==> src/hw/rtl/hci_h4_pkg.sv <==
// Package for the HCI H4 packet deframer: packet kinds, error and baud action codes,
// H4 and vendor opcode byte values, and the type byte decoder.
// No dependencies.
package hci_h4_pkg;

    localparam int MAX_PACKET_DEF = 8192;
    localparam int NUM_LINES_DEF  = 2;
    localparam int HDR_KEEP       = 9;
    localparam int LINE_W         = 1;
    localparam int BYTE_W         = 8;
    localparam int KIND_W         = 3;
    localparam int LEN_W          = 14;
    localparam int ERR_W          = 2;
    localparam int ACT_W          = 2;
    localparam int BAUD_W         = 24;
    localparam logic [BAUD_W-1:0] FALLBACK_BAUD_RST = 24'd115200;

    typedef enum logic [KIND_W-1:0] {
        KIND_CMD    = 3'd0,
        KIND_ACL    = 3'd1,
        KIND_SCO    = 3'd2,
        KIND_EVT    = 3'd3,
        KIND_VENDOR = 3'd4
    } t_kind;

    typedef enum logic [ERR_W-1:0] {
        ERR_NONE = 2'd0,
        ERR_TYPE = 2'd1,
        ERR_LEN  = 2'd2
    } t_err;

    typedef enum logic [ACT_W-1:0] {
        BAUD_NONE   = 2'd0,
        BAUD_SWITCH = 2'd1,
        BAUD_FAIL   = 2'd2,
        BAUD_REVERT = 2'd3
    } t_baud_act;

    // H4 type bytes
    localparam logic [7:0] H4_PAD    = 8'h00;
    localparam logic [7:0] H4_CMD    = 8'h01;
    localparam logic [7:0] H4_ACL    = 8'h02;
    localparam logic [7:0] H4_SCO    = 8'h03;
    localparam logic [7:0] H4_EVT    = 8'h04;
    localparam logic [7:0] H4_VENDOR = 8'hff;

    // Vendor command / event bytes
    localparam logic [7:0] OCF_SET_BAUD  = 8'h18;
    localparam logic [7:0] OCF_FW_DONE   = 8'h4e;
    localparam logic [7:0] OGF_VENDOR    = 8'hfc;
    localparam logic [7:0] CMD_BAUD_PLEN = 8'h06;
    localparam logic [7:0] EVT_CMD_CPL   = 8'h0e;
    localparam logic [7:0] EVT_CPL_PLEN  = 8'h04;
    localparam logic [7:0] NUM_CMD_PKTS  = 8'h01;
    localparam logic [7:0] STATUS_OK     = 8'h00;

    typedef struct packed {
        logic  ok;
        t_kind kind;
    } t_type_dec;

    function automatic t_type_dec decode_type(input logic [7:0] b);
        t_type_dec d;
        d.ok   = 1'b1;
        d.kind = KIND_CMD;
        unique case (b)
            H4_CMD:    d.kind = KIND_CMD;
            H4_ACL:    d.kind = KIND_ACL;
            H4_SCO:    d.kind = KIND_SCO;
            H4_EVT:    d.kind = KIND_EVT;
            H4_VENDOR: d.kind = KIND_VENDOR;
            default:   d.ok   = 1'b0;
        endcase
        return d;
    endfunction

endpackage

==> src/hw/rtl/hci_h4_if.sv <==
// Channel interfaces of the HCI H4 deframer: input word, result word, config write.
// Depends on hci_h4_pkg.
interface hci_h4_in_if;
    logic                             valid;
    logic                             ready;
    logic [hci_h4_pkg::LINE_W-1:0]    line_index;
    logic [hci_h4_pkg::BYTE_W-1:0]    data_byte;
    modport source (output valid, line_index, data_byte, input ready);
    modport sink   (input valid, line_index, data_byte, output ready);
endinterface

interface hci_h4_out_if;
    logic                             valid;
    logic                             ready;
    logic [hci_h4_pkg::LINE_W-1:0]    out_line;
    logic [hci_h4_pkg::BYTE_W-1:0]    out_byte;
    logic                             first_of_packet;
    logic                             last_of_packet;
    logic [hci_h4_pkg::KIND_W-1:0]    packet_kind;
    logic                             incoming;
    logic [hci_h4_pkg::LEN_W-1:0]     packet_length;
    logic [hci_h4_pkg::ERR_W-1:0]     error_code;
    logic [hci_h4_pkg::ACT_W-1:0]     baud_action;
    logic [hci_h4_pkg::BAUD_W-1:0]    baud_value;
    modport source (output valid, out_line, out_byte, first_of_packet, last_of_packet,
                    packet_kind, incoming, packet_length, error_code, baud_action,
                    baud_value, input ready);
    modport sink   (input valid, out_line, out_byte, first_of_packet, last_of_packet,
                    packet_kind, incoming, packet_length, error_code, baud_action,
                    baud_value, output ready);
endinterface

interface hci_h4_cfg_if;
    logic                             valid;
    logic                             ready;
    logic [hci_h4_pkg::BAUD_W-1:0]    fallback_baud;
    modport source (output valid, fallback_baud, input ready);
    modport sink   (input valid, fallback_baud, output ready);
endinterface

==> src/hw/rtl/hci_h4_packet_deframer_unit.sv <==
// HCI H4 deframer top level: per-line state memory, read-modify-write stage, result register.
// Depends on hci_h4_pkg and the interfaces in hci_h4_if.sv.
//
//   channel  dir  handshake      word
//   i_in     in   valid/ready    line_index, data_byte
//   o_out    out  valid/ready    out_line .. baud_value (one word per result)
//   i_cfg    in   valid/ready    fallback_baud (always ready)
//
// One word per cycle sustained while o_out is not stalled; each result is registered after the line-state read.
// Pipeline: line-state memory read, then update and result register.
// Same line on consecutive words: the write-back of the previous word is forwarded.
// Reset clears the per-line valid bits; no memory clearing pass.
// A stalled result holds o_out; the update stage still takes one more word.
module hci_h4_packet_deframer_unit #(
    parameter int MAX_PACKET = hci_h4_pkg::MAX_PACKET_DEF,
    parameter int NUM_LINES  = hci_h4_pkg::NUM_LINES_DEF
) (
    input  logic                i_clk,
    input  logic                i_rst_n,
    hci_h4_in_if.sink           i_in,
    hci_h4_out_if.source        o_out,
    hci_h4_cfg_if.sink          i_cfg
);

    localparam int CntW    = $clog2(MAX_PACKET + 1);
    localparam int AddrW   = (NUM_LINES > 1) ? $clog2(NUM_LINES) : 1;
    localparam int AclW    = 17;
    localparam int HdrIdxW = $clog2(hci_h4_pkg::HDR_KEEP);

    typedef struct packed {
        logic [CntW-1:0]                          cnt;
        logic [CntW-1:0]                          exp_len;
        hci_h4_pkg::t_kind                        kind;
        logic                                     dir;
        logic [7:0]                               len_lo;
        logic [hci_h4_pkg::HDR_KEEP-1:0][7:0]     hdr;
    } t_line_st;

    t_line_st                               r_mem [NUM_LINES];
    t_line_st                               r_rd;
    logic [NUM_LINES-1:0]                   r_vld;
    logic                                   r_s1_vld;
    logic [hci_h4_pkg::LINE_W-1:0]          r_s1_line;
    logic [7:0]                             r_s1_byte;
    logic                                   r_fwd_vld;
    logic [hci_h4_pkg::LINE_W-1:0]          r_fwd_line;
    t_line_st                               r_fwd;
    logic [hci_h4_pkg::BAUD_W-1:0]          r_pend_baud;
    logic [hci_h4_pkg::BAUD_W-1:0]          r_fallback;

    logic                                   r_o_vld;
    logic [hci_h4_pkg::LINE_W-1:0]          r_o_line;
    logic [7:0]                             r_o_byte;
    logic                                   r_o_first;
    logic                                   r_o_last;
    hci_h4_pkg::t_kind                      r_o_kind;
    logic                                   r_o_inc;
    logic [hci_h4_pkg::LEN_W-1:0]           r_o_len;
    hci_h4_pkg::t_err                       r_o_err;
    hci_h4_pkg::t_baud_act                  r_o_act;
    logic [hci_h4_pkg::BAUD_W-1:0]          r_o_baud;

    logic                                   in_fire;
    logic                                   s1_adv;
    logic                                   line_ok;
    logic                                   wr_en;
    logic [AddrW-1:0]                       in_addr;
    logic [AddrW-1:0]                       s1_addr;
    t_line_st                               cur_st;

    t_line_st                               n_st;
    logic [hci_h4_pkg::BAUD_W-1:0]          n_pend_baud;
    logic                                   n_o_vld;
    logic                                   n_o_first;
    logic                                   n_o_last;
    hci_h4_pkg::t_kind                      n_o_kind;
    logic                                   n_o_inc;
    logic [hci_h4_pkg::LEN_W-1:0]           n_o_len;
    hci_h4_pkg::t_err                       n_o_err;
    hci_h4_pkg::t_baud_act                  n_o_act;
    logic [hci_h4_pkg::BAUD_W-1:0]          n_o_baud;

    assign s1_adv      = r_s1_vld && (!r_o_vld || o_out.ready);
    assign i_in.ready  = !r_s1_vld || s1_adv;
    assign in_fire     = i_in.valid && i_in.ready;
    assign in_addr     = AddrW'(i_in.line_index);
    assign s1_addr     = AddrW'(r_s1_line);
    assign line_ok     = int'(r_s1_line) < NUM_LINES;
    assign wr_en       = s1_adv && line_ok;
    assign i_cfg.ready = 1'b1;

    always_comb begin
        if (r_fwd_vld && (r_fwd_line == r_s1_line)) begin
            cur_st = r_fwd;
        end else if (line_ok && r_vld[s1_addr]) begin
            cur_st = r_rd;
        end else begin
            cur_st = '0;
        end
    end

    // Update stage
    always_comb begin
        logic [CntW-1:0]            pos;
        logic [CntW-1:0]            pos1;
        logic [CntW-1:0]            exp_len;
        logic [AclW-1:0]            acl_len;
        logic                       hunt;
        logic                       last;
        logic                       len_err;
        logic                       dir;
        hci_h4_pkg::t_kind          kind;
        hci_h4_pkg::t_type_dec      dec;
        logic [hci_h4_pkg::HDR_KEEP-1:0][7:0] hdr;
        logic                       cmd_baud;
        logic                       evt_baud;
        logic                       evt_fw;

        n_st        = cur_st;
        n_pend_baud = r_pend_baud;
        n_o_vld     = 1'b0;
        n_o_first   = 1'b0;
        n_o_last    = 1'b0;
        n_o_kind    = hci_h4_pkg::KIND_CMD;
        n_o_inc     = cur_st.dir;
        n_o_len     = '0;
        n_o_err     = hci_h4_pkg::ERR_NONE;
        n_o_act     = hci_h4_pkg::BAUD_NONE;
        n_o_baud    = '0;

        pos     = cur_st.cnt;
        hunt    = (pos == '0);
        dec     = hci_h4_pkg::decode_type(r_s1_byte);
        kind    = hunt ? dec.kind : cur_st.kind;
        dir     = cur_st.dir;
        exp_len = hunt ? '0 : cur_st.exp_len;
        hdr     = cur_st.hdr;
        acl_len = AclW'(cur_st.len_lo) + {1'b0, r_s1_byte, 8'h00} + AclW'(5);
        len_err = 1'b0;
        pos1    = pos + CntW'(1);

        if (hunt && r_s1_byte == hci_h4_pkg::H4_CMD) begin
            dir = 1'b0;
        end else if (hunt && r_s1_byte == hci_h4_pkg::H4_EVT) begin
            dir = 1'b1;
        end
        if (pos < CntW'(hci_h4_pkg::HDR_KEEP)) begin
            hdr[pos[HdrIdxW-1:0]] = r_s1_byte;
        end

        if (exp_len == '0) begin
            priority if ((kind == hci_h4_pkg::KIND_CMD || kind == hci_h4_pkg::KIND_SCO)
                         && pos == CntW'(3)) begin
                exp_len = CntW'(r_s1_byte) + CntW'(4);
            end else if ((kind == hci_h4_pkg::KIND_EVT || kind == hci_h4_pkg::KIND_VENDOR)
                         && pos == CntW'(2)) begin
                exp_len = CntW'(r_s1_byte) + CntW'(3);
            end else if (kind == hci_h4_pkg::KIND_ACL && pos == CntW'(3)) begin
                n_st.len_lo = r_s1_byte;
            end else if (kind == hci_h4_pkg::KIND_ACL && pos == CntW'(4)) begin
                if (acl_len > AclW'(MAX_PACKET)) begin
                    len_err = 1'b1;
                end else begin
                    exp_len = CntW'(acl_len);
                end
            end else begin
                exp_len = '0;
            end
        end

        last = (exp_len != '0) && (pos1 >= exp_len);

        cmd_baud = hdr[0] == hci_h4_pkg::H4_CMD && hdr[1] == hci_h4_pkg::OCF_SET_BAUD
                && hdr[2] == hci_h4_pkg::OGF_VENDOR && hdr[3] == hci_h4_pkg::CMD_BAUD_PLEN;
        evt_baud = hdr[0] == hci_h4_pkg::H4_EVT && hdr[2] == hci_h4_pkg::EVT_CPL_PLEN
                && hdr[3] == hci_h4_pkg::NUM_CMD_PKTS && hdr[4] == hci_h4_pkg::OCF_SET_BAUD
                && hdr[5] == hci_h4_pkg::OGF_VENDOR;
        evt_fw   = hdr[0] == hci_h4_pkg::H4_EVT && hdr[1] == hci_h4_pkg::EVT_CMD_CPL
                && hdr[2] == hci_h4_pkg::EVT_CPL_PLEN && hdr[3] == hci_h4_pkg::NUM_CMD_PKTS
                && hdr[4] == hci_h4_pkg::OCF_FW_DONE && hdr[5] == hci_h4_pkg::OGF_VENDOR
                && hdr[6] == hci_h4_pkg::STATUS_OK;

        priority if (!line_ok) begin
            n_o_vld = 1'b0;
        end else if (hunt && r_s1_byte == hci_h4_pkg::H4_PAD) begin
            n_o_vld = 1'b0;
        end else if (hunt && !dec.ok) begin
            n_o_vld = 1'b1;
            n_o_err = hci_h4_pkg::ERR_TYPE;
        end else if (len_err) begin
            n_o_vld      = 1'b1;
            n_o_err      = hci_h4_pkg::ERR_LEN;
            n_o_kind     = kind;
            n_o_inc      = dir;
            n_st.cnt     = '0;
            n_st.exp_len = '0;
            n_st.kind    = kind;
            n_st.dir     = dir;
            n_st.hdr     = hdr;
        end else begin
            n_o_vld   = 1'b1;
            n_o_first = hunt;
            n_o_last  = last;
            n_o_kind  = kind;
            n_o_inc   = dir;
            n_o_len   = hci_h4_pkg::LEN_W'(exp_len);
            if (last) begin
                priority if (cmd_baud) begin
                    n_pend_baud = {hdr[8], hdr[7], hdr[6]};
                end else if (evt_baud) begin
                    if (hdr[1] == hci_h4_pkg::EVT_CMD_CPL && hdr[6] == hci_h4_pkg::STATUS_OK)
                    begin
                        if (r_pend_baud != '0) begin
                            n_o_act  = hci_h4_pkg::BAUD_SWITCH;
                            n_o_baud = r_pend_baud;
                        end
                    end else begin
                        n_o_act = hci_h4_pkg::BAUD_FAIL;
                    end
                end else if (evt_fw) begin
                    n_o_act  = hci_h4_pkg::BAUD_REVERT;
                    n_o_baud = r_fallback;
                end else begin
                    n_o_act = hci_h4_pkg::BAUD_NONE;
                end
            end
            n_st.cnt     = last ? '0 : pos1;
            n_st.exp_len = last ? '0 : exp_len;
            n_st.kind    = kind;
            n_st.dir     = dir;
            n_st.hdr     = hdr;
        end
    end

    // Line-state memory
    always_ff @(posedge i_clk) begin
        if (in_fire) begin
            r_rd <= r_mem[in_addr];
        end
        if (wr_en) begin
            r_mem[s1_addr] <= n_st;
        end
    end

    always_ff @(posedge i_clk) begin
        if (!i_rst_n) begin
            r_vld       <= '0;
            r_s1_vld    <= 1'b0;
            r_fwd_vld   <= 1'b0;
            r_pend_baud <= '0;
            r_fallback  <= hci_h4_pkg::FALLBACK_BAUD_RST;
            r_o_vld     <= 1'b0;
        end else begin
            if (wr_en) begin
                r_vld[s1_addr] <= 1'b1;
                r_pend_baud    <= n_pend_baud;
            end
            if (in_fire) begin
                r_s1_vld  <= 1'b1;
                r_fwd_vld <= wr_en;
            end else if (s1_adv) begin
                r_s1_vld  <= 1'b0;
            end
            if (i_cfg.valid) begin
                r_fallback <= i_cfg.fallback_baud;
            end
            if (s1_adv) begin
                r_o_vld <= n_o_vld;
            end else if (o_out.ready) begin
                r_o_vld <= 1'b0;
            end
        end
    end

    always_ff @(posedge i_clk) begin
        if (in_fire) begin
            r_s1_line  <= i_in.line_index;
            r_s1_byte  <= i_in.data_byte;
            r_fwd_line <= r_s1_line;
            r_fwd      <= n_st;
        end
        if (s1_adv && n_o_vld) begin
            r_o_line  <= r_s1_line;
            r_o_byte  <= r_s1_byte;
            r_o_first <= n_o_first;
            r_o_last  <= n_o_last;
            r_o_kind  <= n_o_kind;
            r_o_inc   <= n_o_inc;
            r_o_len   <= n_o_len;
            r_o_err   <= n_o_err;
            r_o_act   <= n_o_act;
            r_o_baud  <= n_o_baud;
        end
    end

    assign o_out.valid           = r_o_vld;
    assign o_out.out_line        = r_o_line;
    assign o_out.out_byte        = r_o_byte;
    assign o_out.first_of_packet = r_o_first;
    assign o_out.last_of_packet  = r_o_last;
    assign o_out.packet_kind     = r_o_kind;
    assign o_out.incoming        = r_o_inc;
    assign o_out.packet_length   = r_o_len;
    assign o_out.error_code      = r_o_err;
    assign o_out.baud_action     = r_o_act;
    assign o_out.baud_value      = r_o_baud;

endmodule

==> src/flat_wrapper.sv <==
// flat-port wrapper written by rule: the top's interface ports become plain ports
module hci_h4_packet_deframer_unit_flat 
#(
    parameter int MAX_PACKET = hci_h4_pkg::MAX_PACKET_DEF,
    parameter int NUM_LINES  = hci_h4_pkg::NUM_LINES_DEF
)
  (i_clk, i_rst_n, i_in_valid, i_in_line_index, i_in_data_byte, i_in_ready, o_out_valid, o_out_out_line, o_out_out_byte, o_out_first_of_packet, o_out_last_of_packet, o_out_packet_kind, o_out_incoming, o_out_packet_length, o_out_error_code, o_out_baud_action, o_out_baud_value, o_out_ready, i_cfg_valid, i_cfg_fallback_baud, i_cfg_ready);
  hci_h4_in_if i_in_i ();
  hci_h4_out_if o_out_i ();
  hci_h4_cfg_if i_cfg_i ();
  input  logic i_clk;
  input  logic i_rst_n;
  input wire logic [$bits(i_in_i.valid)-1:0] i_in_valid;
  input wire logic [$bits(i_in_i.line_index)-1:0] i_in_line_index;
  input wire logic [$bits(i_in_i.data_byte)-1:0] i_in_data_byte;
  output wire logic [$bits(i_in_i.ready)-1:0] i_in_ready;
  output wire logic [$bits(o_out_i.valid)-1:0] o_out_valid;
  output wire logic [$bits(o_out_i.out_line)-1:0] o_out_out_line;
  output wire logic [$bits(o_out_i.out_byte)-1:0] o_out_out_byte;
  output wire logic [$bits(o_out_i.first_of_packet)-1:0] o_out_first_of_packet;
  output wire logic [$bits(o_out_i.last_of_packet)-1:0] o_out_last_of_packet;
  output wire logic [$bits(o_out_i.packet_kind)-1:0] o_out_packet_kind;
  output wire logic [$bits(o_out_i.incoming)-1:0] o_out_incoming;
  output wire logic [$bits(o_out_i.packet_length)-1:0] o_out_packet_length;
  output wire logic [$bits(o_out_i.error_code)-1:0] o_out_error_code;
  output wire logic [$bits(o_out_i.baud_action)-1:0] o_out_baud_action;
  output wire logic [$bits(o_out_i.baud_value)-1:0] o_out_baud_value;
  input wire logic [$bits(o_out_i.ready)-1:0] o_out_ready;
  input wire logic [$bits(i_cfg_i.valid)-1:0] i_cfg_valid;
  input wire logic [$bits(i_cfg_i.fallback_baud)-1:0] i_cfg_fallback_baud;
  output wire logic [$bits(i_cfg_i.ready)-1:0] i_cfg_ready;
  assign i_in_i.valid = i_in_valid;
  assign i_in_i.line_index = i_in_line_index;
  assign i_in_i.data_byte = i_in_data_byte;
  assign i_in_ready = i_in_i.ready;
  assign o_out_valid = o_out_i.valid;
  assign o_out_out_line = o_out_i.out_line;
  assign o_out_out_byte = o_out_i.out_byte;
  assign o_out_first_of_packet = o_out_i.first_of_packet;
  assign o_out_last_of_packet = o_out_i.last_of_packet;
  assign o_out_packet_kind = o_out_i.packet_kind;
  assign o_out_incoming = o_out_i.incoming;
  assign o_out_packet_length = o_out_i.packet_length;
  assign o_out_error_code = o_out_i.error_code;
  assign o_out_baud_action = o_out_i.baud_action;
  assign o_out_baud_value = o_out_i.baud_value;
  assign o_out_i.ready = o_out_ready;
  assign i_cfg_i.valid = i_cfg_valid;
  assign i_cfg_i.fallback_baud = i_cfg_fallback_baud;
  assign i_cfg_ready = i_cfg_i.ready;
  hci_h4_packet_deframer_unit #(.MAX_PACKET(MAX_PACKET), .NUM_LINES(NUM_LINES)) u_core (.i_clk(i_clk), .i_rst_n(i_rst_n), .i_in(i_in_i), .o_out(o_out_i), .i_cfg(i_cfg_i));
endmodule
==> config.mk <==
export PLATFORM = sky130hd
export DESIGN_NAME = hci_h4_packet_deframer_unit_flat
export DESIGN_NICKNAME = d
export VERILOG_FILES = /design/src/hw/rtl/hci_h4_pkg.sv /design/src/hw/rtl/hci_h4_if.sv /design/src/hw/rtl/hci_h4_packet_deframer_unit.sv /design/src/flat_wrapper.sv
export SDC_FILE = /design/constraint.sdc
export NUM_CORES = 1
export LEC_CHECK = 0
export BUFFER_PORTS_ARGS = -buffer_cell sky130_fd_sc_hd__buf_2
export CORE_MARGIN = 4
export CORE_UTILIZATION = 25
export DETAILED_ROUTE_END_ITERATION = 10
export GPL_ROUTABILITY_DRIVEN = 0
export PLACE_DENSITY = 0.43
export SYNTH_ARGS = -nofsm -noshare
export SYNTH_HDL_FRONTEND = slang
export SYNTH_SLANG_ARGS = --single-unit
==> constraint.sdc <==
create_clock -name i_clk -period 41.2 [get_ports i_clk]
set_clock_uncertainty 0.15 [all_clocks]
set_input_delay 2.06 -clock i_clk [delete_from_list [all_inputs] [get_ports i_clk]]
set_output_delay 2.06 -clock i_clk [all_outputs]
set_load 0.05 [all_outputs]
Yosys cells after proc, flatten, opt, wreduce, memory -nomap -nowiden:

Memory sizes are Yosys's and may differ from the RTL's. A register that Yosys moved wholly into a read port is not among the register bits.
Index checks and enable logic that the tools add are counted.

* $add $sub $neg: 5
* bitwise operators: 5
* mux-type cells: 58
* reduce and logical (&&, ||, !) cells: 50
* order comparisons: 7
* shift-type cells: 0
* div/mod/pow operators: 0
* multiply operators: 0
* equality and inequality tests: 24

Operators by type and width (number)
* 112-bit 2-to-1 mux: 2
* 72-bit 2-to-1 mux: 3
* 14-bit 2-to-1 mux: 9
* 24-bit 2-to-1 mux: 4
* 32-bit 2-to-1 mux: 3
* 72-bit bitwise mux: 1
* 8-bit 2-to-1 mux: 5
* 8-bit demux with 4-bit select: 1
* 8-bit by 3-bit == test with 1-bit output, second input constant: 4
* 1-bit logical AND: 29
* 14-bit by 2-bit == test with 1-bit output, second input constant: 2
* 14-bit zero test: 2
* 8-bit by 1-bit == test with 1-bit output, second input constant: 3
* 8-bit == test, second input constant: 3
* 24-bit nonzero test: 1
* 1-bit 2-to-1 mux: 23
* 17-bit by 3-bit adder with 17-bit output, second input constant: 1
* 8-bit by 16-bit adder with 17-bit output: 1
* 17-bit by 14-bit greater-than comparator with 1-bit output, second input constant: 1
* 8-bit by 2-bit == test with 1-bit output, second input constant: 2
* 8-bit by 5-bit == test with 1-bit output, second input constant: 2
* 8-bit zero test: 2
* 14-bit by 1-bit adder with 14-bit output, second input constant: 1
* 14-bit by 3-bit == test with 1-bit output, second input constant: 1
* 29 further kinds: 43

* word-level logic and storage cells: 184
* latch bits: 0
* output and inout port bits: 60
* register bits after elaboration: 232
* memory bits (read-only): 0
* memories kept: 1
* RAM bits: 224
* input bits: 38

Memories
* u_core.r_mem: words 2, bits a word 112, read ports 1, clocked after memory_dff 1, write ports 1, RTL line hci_h4_packet_deframer_unit.sv:39 `t_line_st r_mem [NUM_LINES];`

Logic depth before layout (Yosys ltp):

Gate-level depths: netlist of the first run.

* word-level depth: 19
* gate-level depth with buffers: 32
* depth with buffers taken out: 25

Worst setup path after synthesis of the first run:

Ideal clock, no wire load.

* kind: in2reg
* start: in o_out_ready
* end: reg u_core.r_fwd[0] (netlist name), enable pin
* buffers on the path: 0
* required time: 40.145 ns
* path slack: 26.772 ns
* cell stages on the path: 2
* data arrival time: 13.372 ns
* library setup time: 0.905 ns
* cells stage by stage: nor2b_1 -> a21oi_1

* cells in the longest elaborated chain, start to end: 4

RTL lines
* start: declaration: RTL line flat_wrapper.sv:28 `input wire logic [$bits(o_out_i.ready)-1:0] o_out_ready;`
* 1-bit logical OR: RTL line hci_h4_packet_deframer_unit.sv:83 `assign s1_adv = r_s1_vld && (!r_o_vld || o_out.ready);`
* 1-bit logical AND: RTL line hci_h4_packet_deframer_unit.sv:83
* 1-bit logical OR: RTL line hci_h4_packet_deframer_unit.sv:84 `assign i_in.ready = !r_s1_vld || s1_adv;`
* 1-bit logical AND: RTL line hci_h4_packet_deframer_unit.sv:85 `assign in_fire = i_in.valid && i_in.ready;`
* named net u_core.in_fire: RTL line hci_h4_packet_deframer_unit.sv:63 `logic in_fire;`
* end signal: assignment: RTL line hci_h4_packet_deframer_unit.sv:280 `r_fwd <= n_st;`
* end: declaration: RTL line hci_h4_packet_deframer_unit.sv:47 `t_line_st r_fwd;`

The timed path passes the listed nets, and every way through them passes these cells.
A chain may end at the register's enable or synchronous reset.

Worst setup path after layout of the first run:

* start: reg u_core.r_s1_line
* end: reg u_core.r_o_baud (netlist bit u_core.o_out.baud_value[22]), data pin

* cells in the longest elaborated chain, start to end: 19
* elaborated cells on any way between the ends: 84
* classes of those cells: add/sub (3); order compare (5); eq/ne (19); mux (25); bitwise (1); reduce/logical (31)

RTL lines
* start: declaration: RTL line hci_h4_packet_deframer_unit.sv:43 `logic [hci_h4_pkg::LINE_W-1:0] r_s1_line;`
* start signal: assignment: RTL line hci_h4_packet_deframer_unit.sv:277 `r_s1_line <= i_in.line_index;`
* 1-bit 2-to-1 mux (implied by the code) (2 in a row): RTL line hci_h4_packet_deframer_unit.sv:95 `end else if (line_ok && r_vld[s1_addr]) begin`
* 112-bit 2-to-1 mux: RTL line hci_h4_packet_deframer_unit.sv:95
* 112-bit 2-to-1 mux (*): RTL line hci_h4_packet_deframer_unit.sv:93 `if (r_fwd_vld && (r_fwd_line == r_s1_line)) begin`
* parallel branches: the longest is 15 deep, another holds 8-bit by 16-bit adder with 17-bit output
* end signal: assignment: RTL line hci_h4_packet_deframer_unit.sv:292 `r_o_baud <= n_o_baud;`
* end: declaration: RTL line hci_h4_packet_deframer_unit.sv:61 `logic [hci_h4_pkg::BAUD_W-1:0] r_o_baud;`

Every way passes the cells marked *. The select of a mux whose other input is x is not followed.

==> impl_metrics.toml, run 1 <==
[routing]
route.detailed.drc = 0
wl_um = 73900
viasPerCell = 4.93
via_count = 16300
ant_nets = 0
dr.pass1.iters = 5
drt-initial-drc-count = 1458
wl_per_cell_um = 22.3

[yosys]
post_synth_main_area_contributors = "edfxtp_1, mux2_2, dfxtp_1, nand2_1, mux2i_1"
synth_cell_types = 82
synth-edff-count = 515
yosysTopAreaCell = "edfxtp_1"
yosysMostFrequentCell = "edfxtp_1"
synthTopCellsByCount = "edfxtp_1, nand2_1, mux2_2"
synth-seq-cells = 568
netlist_area_um2 = 25000
synth_area_per_cell_um2 = 13.2
synthArstFlopShare_pct = 0
synth_warnings = 0
syn-num-nets = 1962
ys.flop_type = "edfxtp_1"
synthCells = 1898
ys_seq_area_share_pct = 66.1
synth_top_area_share_pct = 61.9

[clock_tree]
post_cts_buffers = 0
cts.sinks = 568
clockBufferDepth = 3
cts_resized = 0
cts_buffers = 60
cts_tree = "built"
cts_hold_buf = 0
clk_latency_ns = 0.66
cts_root_buf = "clkbuf_16"
htreeDepth = 2
path_clk_slew_ns = 0.06

[timing]
setup_tns_ns = 0
setup_viol = 0
finalCritPeriodShare_pct = 18.4
tightestPinTransition_ns = 1.36
fmax_mhz = 132
final_hold_viol_count = 0
slew_headroom_pct = 9.04
slew_viol_final = 0
fin_crit_ns = 7.59
rsz0062_at_grt = "false"

[flow_run]
maxCapViolations = 0

[hold_path]
hold_path_depth = 2
worstHoldPathType = "reg2reg"

[power]
powerDensity_nw_per_um2 = 46.5
p_leak_uw = 0.00990
ir_drop_v = 0.0000305

[finish]
final_layout_size_suffix_gt1_share_pct = 18.3
fillers = 9963
antenna_cells = 0
final_area_um2 = 28800
area_growth_pct = 15.1
final_nets = 2039

[place]
place_area_um2 = 26900
port_buffers = 96
hpwl_um = 45600

[worst_setup_path]
crit_path_max_fanout = 54
worst-endpoint-required_ns = 41.39
critPathArrivalTime_ns = 7.78
cp-start-kind = "flop"
cp-end-kind = "flop"
worstSetupPathType = "reg2reg"
reg2reg_depth = 24

[grt]
antenna_found_initial = 0
grt-ovfl-total = 0
grt_pass1_wl_um = 109000
grt_usage_pct = 13.8
grt_pass1_vias = 16600
grt_max_degree = 176

[status]
status = "finished, final reports clean"

[floorplan]
die_w_um = 324
initial_utilization_pct = 25.3
row_count = 115
core-area_um2 = 98900
die_area_um2 = 105000
die_y_um = 324
io_pins = 98
-- worst max-delay path, stage by stage, from the launching register on --
cell and delay [ns]:
edfxtp_1 0.58, xnor2_2 0.30, nand2_4 0.44, nand3_1 0.25
nand2_1 0.21, inv_1 0.14, ha_1 0.26, o311a_1 0.31
nand2_1 0.54, a31oi_1 0.49, nor2_1 0.11, and4b_1 0.23
a211oi_1 0.34, ha_1 0.31, a21o_1 0.16, a21oi_1 0.17
o221ai_1 0.14, a21oi_1 0.16, nor2b_1 0.05, o21ai_0 0.17
a21oi_1 0.09, o31ai_1 0.29, a21o_1 0.26, a31o_2 0.92
nor3_1 0.17
-- registers in the layout, indices dropped and copies added (netlist names) --
name                          cells
u_core.r_mem                    224
u_core.r_fwd                    112
u_core.r_rd                     112
u_core.o_out.baud_value          24
u_core.r_fallback                24
u_core.r_pend_baud               24
u_core.o_out.packet_length       14
u_core.o_out.out_byte             8
u_core.r_s1_byte                  8
u_core.o_out.packet_kind          3
u_core.o_out.baud_action          2
u_core.o_out.error_code           2
u_core.r_vld                      2
u_core.o_out.first_of_packet      1
u_core.o_out.incoming             1
u_core.o_out.last_of_packet       1
u_core.o_out.out_line             1
u_core.o_out.valid                1
u_core.r_fwd_line                 1
u_core.r_fwd_vld                  1
u_core.r_s1_line                  1
u_core.r_s1_vld                   1
-- report_power, final --
part           switching, µW  internal (µW)  total [µW]
sequential              11.9            666         678
clock                    227            285         512
combinational            109           38.6         148
-- stage by stage --
stage	std cells	worst slack, ns	hold WS [ns]	util [%]	total power, µW
2_1_floorplan	1898	26.77	0.274	-	787
3_3_place_gp	3200	33.82	0.308	27.2	836
3_5_place_dp	3200	33.66	0.315	27.2	838
4_1_cts	3309	33.65	0.330	29.1	1360
5_1_grt	3309	33.07	0.360	29.1	1390
6_report	3309	33.61	0.328	29.1	1340
-- final cells by class --
cell class	instances	area (µm²)	area share, %
multi-input combinational	1188	7940	27.6
timing repair buffer	131	758	2.64
clock inverter	23	176	0.613
inverter	26	97.6	0.339
sequential	568	16500	57.4
tap	1287	1610	5.60
clock buffer	86	1660	5.77
-- cells in the final DEF, fill, tap and decap left out, drive strengths merged, types with 35 or more instances in the layout --
cell type	n
o21ai	51
nor2	96
mux2	128
mux2i	64
buf	131
nand3	74
nand2	183
nor3	54
and3	61
a21oi	114
edfxtp	515
dfxtp	53
clkbuf	86
a31oi	35
-- final timing paths --
check                                            from                          end  slack [ns]
worst max-delay path                 u_core.r_s1_line  u_core.o_out.baud_value[22]       33.61
worst min-delay path            u_core.r_pend_baud[4]        u_core.r_pend_baud[4]        0.33
worst max register to register       u_core.r_s1_line  u_core.o_out.baud_value[22]       33.61
worst min register to register  u_core.r_pend_baud[4]        u_core.r_pend_baud[4]        0.33
-- cells by family after synthesis --
kind of cell | Yosys count | share of synthesized area, %
AOI/OAI and AO/OA | 336 | 8.62
xor gates and xnor gates | 29 | 1.08
adders and majority gates | 26 | 1.30
buffers and inverters | 142 | 2.35
DFF | 568 | 66.1
muxes | 192 | 8.33
other | 1 | 0.0150
and+or+nand+nor | 604 | 12.2
-- per-layer routing --
metal / track usage (%) / part of all wire, % / vias up / wire, µm
met5: 0 / 0 / - / 0
met4: 4.48 / 2.8 / 0 / 2060
met3: 2.69 / 6.1 / 128 / 4480
met2: 22.5 / 46 / 534 / 34100
met1: 18.6 / 45 / 8268 / 33200
li1: - / - / 7380 / -
Power figures use the tool's default switching activity.
==> inputs of run 2 (changes only) <==
PLACE_DENSITY = 0.44   (was 0.43)
clock period = 6.54 ns   (was 41.2 ns; I/O delays follow)
==> impl_metrics.toml, run 2 (synthesized netlist as in run 1, its figures left out) <==
[place]
dp_cells = 3222
place_area_um2 = 27100
port_buffers = 96
hpwl_um = 47600
place_ws_ns = 0.439

[timing]
final_hold_viol_count = 0
rsz0062_at_grt = "false"
setup_viol = 0
timing.hold.ws_ns = 0.120
setup_slack_ns = 0.264
tightestPinTransition_ns = 1.18
setup_tns_ns = 0
finalCritPeriodShare_pct = 96.0
slew_headroom_pct = 21.3
fmax_mhz = 159
fin_crit_ns = 6.28
slew_viol_final = 0

[worst_setup_path]
crit_path_max_incr_delay_ns = 0.59
critPathBufInv = 2
worst-endpoint-required_ns = 6.81
worstSetupPathType = "reg2reg"
crit_chain = "xnor2_2 -> buf_4 -> nand4_1 -> or4_1 -> a32oi_1 -> nand4_1 -> a21oi_2 -> nand2_1 -> o221ai_1 -> ha_1 -> inv_1 -> a21oi_1 -> o221ai_1 -> a21oi_1 -> nor2b_1 -> o21ai_0 -> a21oi_1 -> o31ai_1 -> a21o_1 -> a31oi_1 -> o32ai_1"
r2r-start = "u_core.r_s1_line"
cp-start-kind = "flop"
rrSetupSlack_ns = 0.26
cp-end-kind = "flop"
crit_path_max_fanout = 15
slowest_stage = "edfxtp_1"
crit_path_frequent_cell = "a21oi_1"
r2r_end = "u_core.r_fwd[99]"
path_delay_family = "compound AO/OA/AOI/OAI gates"
reg2reg_depth = 21
critPathArrivalTime_ns = 6.55

[finish]
final_cell_count_no_fill = 3372
area_growth_pct = 18.0
fillers = 9961
final_layout_size_suffix_gt1_share_pct = 19.2
largest_reg_flops = 224
final_nets = 2097
reg_top3 = "u_core.r_mem x224, u_core.r_fwd x112, u_core.r_rd x112"
largest-register = "u_core.r_mem"
final_common_cell = "edfxtp_1"
final_area_um2 = 29500
layout_common_cells = "edfxtp_1, nand2_1, mux2_2"

[floorplan]
die_y_um = 324
core-area_um2 = 98900
initial_utilization_pct = 25.3
row_count = 115
die_w_um = 324
io_pins = 98
die_area_um2 = 105000

[clock_tree]
cts_buffers = 61
cts.sinks = 568
path_clk_slew_ns = 0.06
clockBufferDepth = 3
post_cts_buffers = 0
htreeDepth = 2
clk_latency_ns = 0.66
cts_tree = "built"
cts_root_buf = "clkbuf_16"

[routing]
wl_per_cell_um = 22.0
via_count = 16600
ant_nets = 0
dr.pass1.iters = 6
viasPerCell = 4.93
drt-initial-drc-count = 1449
wl_um = 74100
route.detailed.drc = 0

[hold_path]
hold_path_depth = 3
worstHoldStart = "i_rst_n"
worstHoldPathType = "in2reg"
hold_end = "u_core.r_fallback[9]"

[status]
status = "finished, final reports clean"

[grt]
grt-ovfl-total = 0
grt_pass1_wl_um = 110000
grt_usage_pct = 13.9
antenna_found_initial = 0
grt_pass1_vias = 16800
grt_max_degree = 179

[power]
powerDensity_nw_per_um2 = 295
p_leak_uw = 0.0103
ir_drop_v = 0.000216

[flow_run]
maxCapViolations = 0
run 2: cell count changes in the layout (fill, tap and decap cells not counted), sizes merged:
cell / change
clkinv: +4
inv: -1
dlygate4sd3: +35
bufinv: +4
clkinvlp: -2
buf: +22
diode: +1
run 2: what timing repair did:
action                                  in CTS  in global routing
endpoints found under the setup margin       0                  9
hold buffers                                35                  0
endpoints found under the hold margin       43                  0
gates resized for setup                      0                  3
run 2: through the flow:
stage | total power, µW | util [%]
after detailed placement | 5300 | 27.4
after global routing | 9060 | 29.8
after floorplan | 4930 | -
after CTS | 8820 | 29.8
after global placement | 5300 | 27.4
final | 8710 | 29.8
run 2: layout make-up:
type                    instances  area [µm²]  area share [%]
clock buffers                  86        1690            5.73
repair buffers                188        1300            4.40
inverters                      26        97.6           0.331
clock inverters                28         322            1.09
multi-input cells            1188        7950            27.0
well taps                    1287        1610            5.46
diodes                          1        2.50         0.00848
flip-flops and latches        568       16500            56.0
run 2: worst register-to-register path, delay by kind of cell, from the launching register on:
kind                       cells  cell delay (ns)
DFF                            1             0.59
AOI/OAI and AO/OA             12             3.10
xor gates and xnor gates       1             0.30
adders and majority gates      1             0.21
and+or+nand+nor                5             1.37
buffers and inverters          2             0.34
run 2: worst max path at each step:
stage | startpoint | slack, ns | to | cells after the start
floorplan | u_core.r_s1_line | 0.19 | u_core.o_out.baud_value[18] | 31
global placement | u_core.r_s1_line | 0.55 | u_core.r_mem[0][99] | 21
detailed placement | u_core.r_s1_line | 0.44 | u_core.r_fwd[99] | 21
CTS | u_core.r_s1_line | 0.44 | u_core.r_fwd[84] | 22
global route | u_core.r_s1_line | 0.02 | u_core.r_mem[1][99] | 21
finish | u_core.r_s1_line | 0.26 | u_core.r_fwd[99] | 21
run 2: where the power goes:
| part | switching [µW] | leakage, µW | total (µW) | internal (µW) |
|---|---|---|---|---|
| clock | 1460 | 0.000982 | 3460 | 2000 |
| sequential | 80.0 | 0.00542 | 4280 | 4200 |
| combinational | 683 | 0.00387 | 965 | 282 |
run 2: routing by layer:
metal / global-route usage [%] / vias up / part of all wire [%]
met1: 19.3 / 8506 / 46
met3: 1.95 / 142 / 4.7
met2: 22.4 / 459 / 46
met4: 4.45 / 0 / 2.9
met5: 0 / - / 0
li1: - / 7529 / -
==> inputs of run 3 (changes only) <==
==> constraint.sdc (replaced) <==
create_clock -name i_clk -period 6.54 [get_ports i_clk]
set_clock_uncertainty 0.15 [all_clocks]
set_input_delay 1.308 -clock i_clk [delete_from_list [all_inputs] [get_ports i_clk]]
set_output_delay 1.308 -clock i_clk [all_outputs]
set_load 0.05 [all_outputs]
==> impl_metrics.toml, run 3 (synthesized netlist as in run 1, its figures left out) <==
[timing]
setup_viol = 0
slew_headroom_pct = 16.9
rsz0062_at_grt = "false"
setup_tns_ns = 0
final_hold_viol_count = 0
slew_viol_final = 0
tightestPinTransition_ns = 1.25
fmax_mhz = 161
fin_crit_ns = 6.19
timing.hold.ws_ns = 0.327
setup_slack_ns = 0.348
finalCritPeriodShare_pct = 94.7

[routing]
wl_um = 73300
route.detailed.drc = 0
met2_length_um = 34300
met1Wirelength_um = 33300
dr.max_layer_used = "met5"
wl_per_cell_um = 22.0
ant_nets = 0
via_count = 16400
drt-initial-drc-count = 1408
viasPerCell = 4.92
dr.pass1.iters = 6
met3_length_um = 3450

[power]
p_int_uw = 6280
p_seq_share_pct = 50.6
pwr-share-comb_pct = 11.3
pwr-share-clk_pct = 38.1
swShare_pct = 25.7
ir_drop_v = 0.000193
p_leak_uw = 0.0101
powerDensity_nw_per_um2 = 291
power.switching_uw = 2180

[worst_setup_path]
crit_path_max_fanout = 25
cp-start-kind = "flop"
critPathArrivalTime_ns = 6.39
r2r_end = "u_core.o_out.baud_value[22]"
rrSetupSlack_ns = 0.35
r2r-start = "u_core.r_s1_line"
reg2reg_depth = 22
cp-end-kind = "flop"
worstSetupPathType = "reg2reg"
worst-endpoint-required_ns = 6.74

[hold_path]
worstHoldStart = "u_core.r_fallback[9]"
worstHoldPathType = "reg2reg"
hold_path_depth = 2
hold_end = "u_core.r_fallback[9]"

[finish]
area_growth_pct = 16.2
final_area_um2 = 29000
largest-register = "u_core.r_mem"
final_common_cell = "edfxtp_1"
layout_common_cells = "edfxtp_1, nand2_1, mux2_2"
reg_top3 = "u_core.r_mem x224, u_core.r_fwd x112, u_core.r_rd x112"
final_nets = 2064
final_layout_size_suffix_gt1_share_pct = 19.4
fillers = 9930
largest_reg_flops = 224
multi_input_comb_area_um2 = 7960
fin_util_pct = 29.4
regArea_um2 = 16500

[place]
place_ws_ns = 0.209
port_buffers = 96
hpwl_um = 46500
place_area_um2 = 27200

[clock_tree]
cts_buffers = 60
cts_hold_buf = 0
clk_latency_ns = 0.63
path_clk_slew_ns = 0.06
cts.sinks = 568
cts_tree = "built"
post_cts_buffers = 0
htreeDepth = 2
clockBufferDepth = 3
cts_root_buf = "clkbuf_16"

[floorplan]
io_pins = 98
die_area_um2 = 105000
die_y_um = 324
initial_utilization_pct = 25.3
row_count = 115
core-area_um2 = 98900
die_w_um = 324

[grt]
grt-ovfl-total = 0
grt_usage_pct = 13.7
grt_pass1_wl_um = 109000
grt_pass1_vias = 16700
antenna_found_initial = 2
grt_max_degree = 176

[flow_run]
maxCapViolations = 0

[status]
status = "finished, final reports clean"
-- run 3: cell count changes in the layout (fill, tap and decap cells not counted), sizes merged --
cell and change:
clkinvlp +1, inv -1, dlygate4sd3 -35, clkbuf -1, bufinv -3, buf +3
-- run 3: per-stage QoR --
step                      std cells  power, µW
after global routing           3335       8810
final                          3336       8460
after floorplan                1898       4930
after global placement         3225       5290
after detailed placement       3225       5300
after CTS                      3335       8570
-- run 3: timing repair --
action	4_1_cts	5_1_grt
hold endpoints to repair	0	0
setup endpoints to repair	0	75
resized for setup	0	3
-- run 3: per-layer routing --
metal | GRT usage (%) | vias up
li1 | - | 7449
met1 | 18.7 | 8315
met2 | 22.4 | 501
met3 | 2.07 | 147
met4 | 4.64 | 2
met5 | 0 | -
-- run 3: power by group through the flow --
stage | logic (µW) | registers, µW | clock network, µW
detailed placement | 950 | 4350 | 0
finish | 955 | 4280 | 3230
floorplan | 533 | 4400 | 0
global placement | 943 | 4350 | 0
CTS | 954 | 4280 | 3340
global route | 1030 | 4290 | 3490
-- run 3: critical path, stage by stage, from the launching register on --
cell	delay [ns]
edfxtp_1	0.59
xnor2_2	0.30
buf_4	0.28
nand4_1	0.26
or4_1	0.55
a32oi_1	0.47
nand4_1	0.25
a21oi_2	0.33
nand2_1	0.16
o221ai_1	0.36
ha_1	0.21
inv_1	0.04
a21oi_1	0.13
o221ai_1	0.13
a21oi_1	0.16
nor2b_1	0.06
o21ai_0	0.16
a21oi_1	0.08
o31ai_1	0.27
a21o_1	0.29
a31o_4	0.34
buf_12	0.22
nor3_1	0.08
-- run 3: worst max path at each step --
stage	from	cells past startpoint	endpoint	slack [ns]
after detailed placement	u_core.r_s1_line	24	u_core.o_out.baud_value[22]	0.21
after floorplan	u_core.r_s1_line	15	u_core.o_out.baud_action[0]	-0.41
after global placement	u_core.r_s1_line	24	u_core.o_out.baud_value[11]	0.37
final	u_core.r_s1_line	22	u_core.o_out.baud_value[22]	0.35
after global routing	u_core.r_s1_line	23	u_core.o_out.baud_value[15]	0.06
after CTS	u_core.r_s1_line	24	u_core.o_out.baud_value[20]	0.20
-- run 3: layout make-up --
class	instances	share of cell area (%)
Sequential cell	568	56.9
Multi-Input combinational cell	1188	27.4
Clock buffer	85	5.63
Tap cell	1287	5.54
Timing Repair Buffer	156	3.47
Clock inverter	25	0.702
Inverter	26	0.336
Antenna cell	1	0.00862
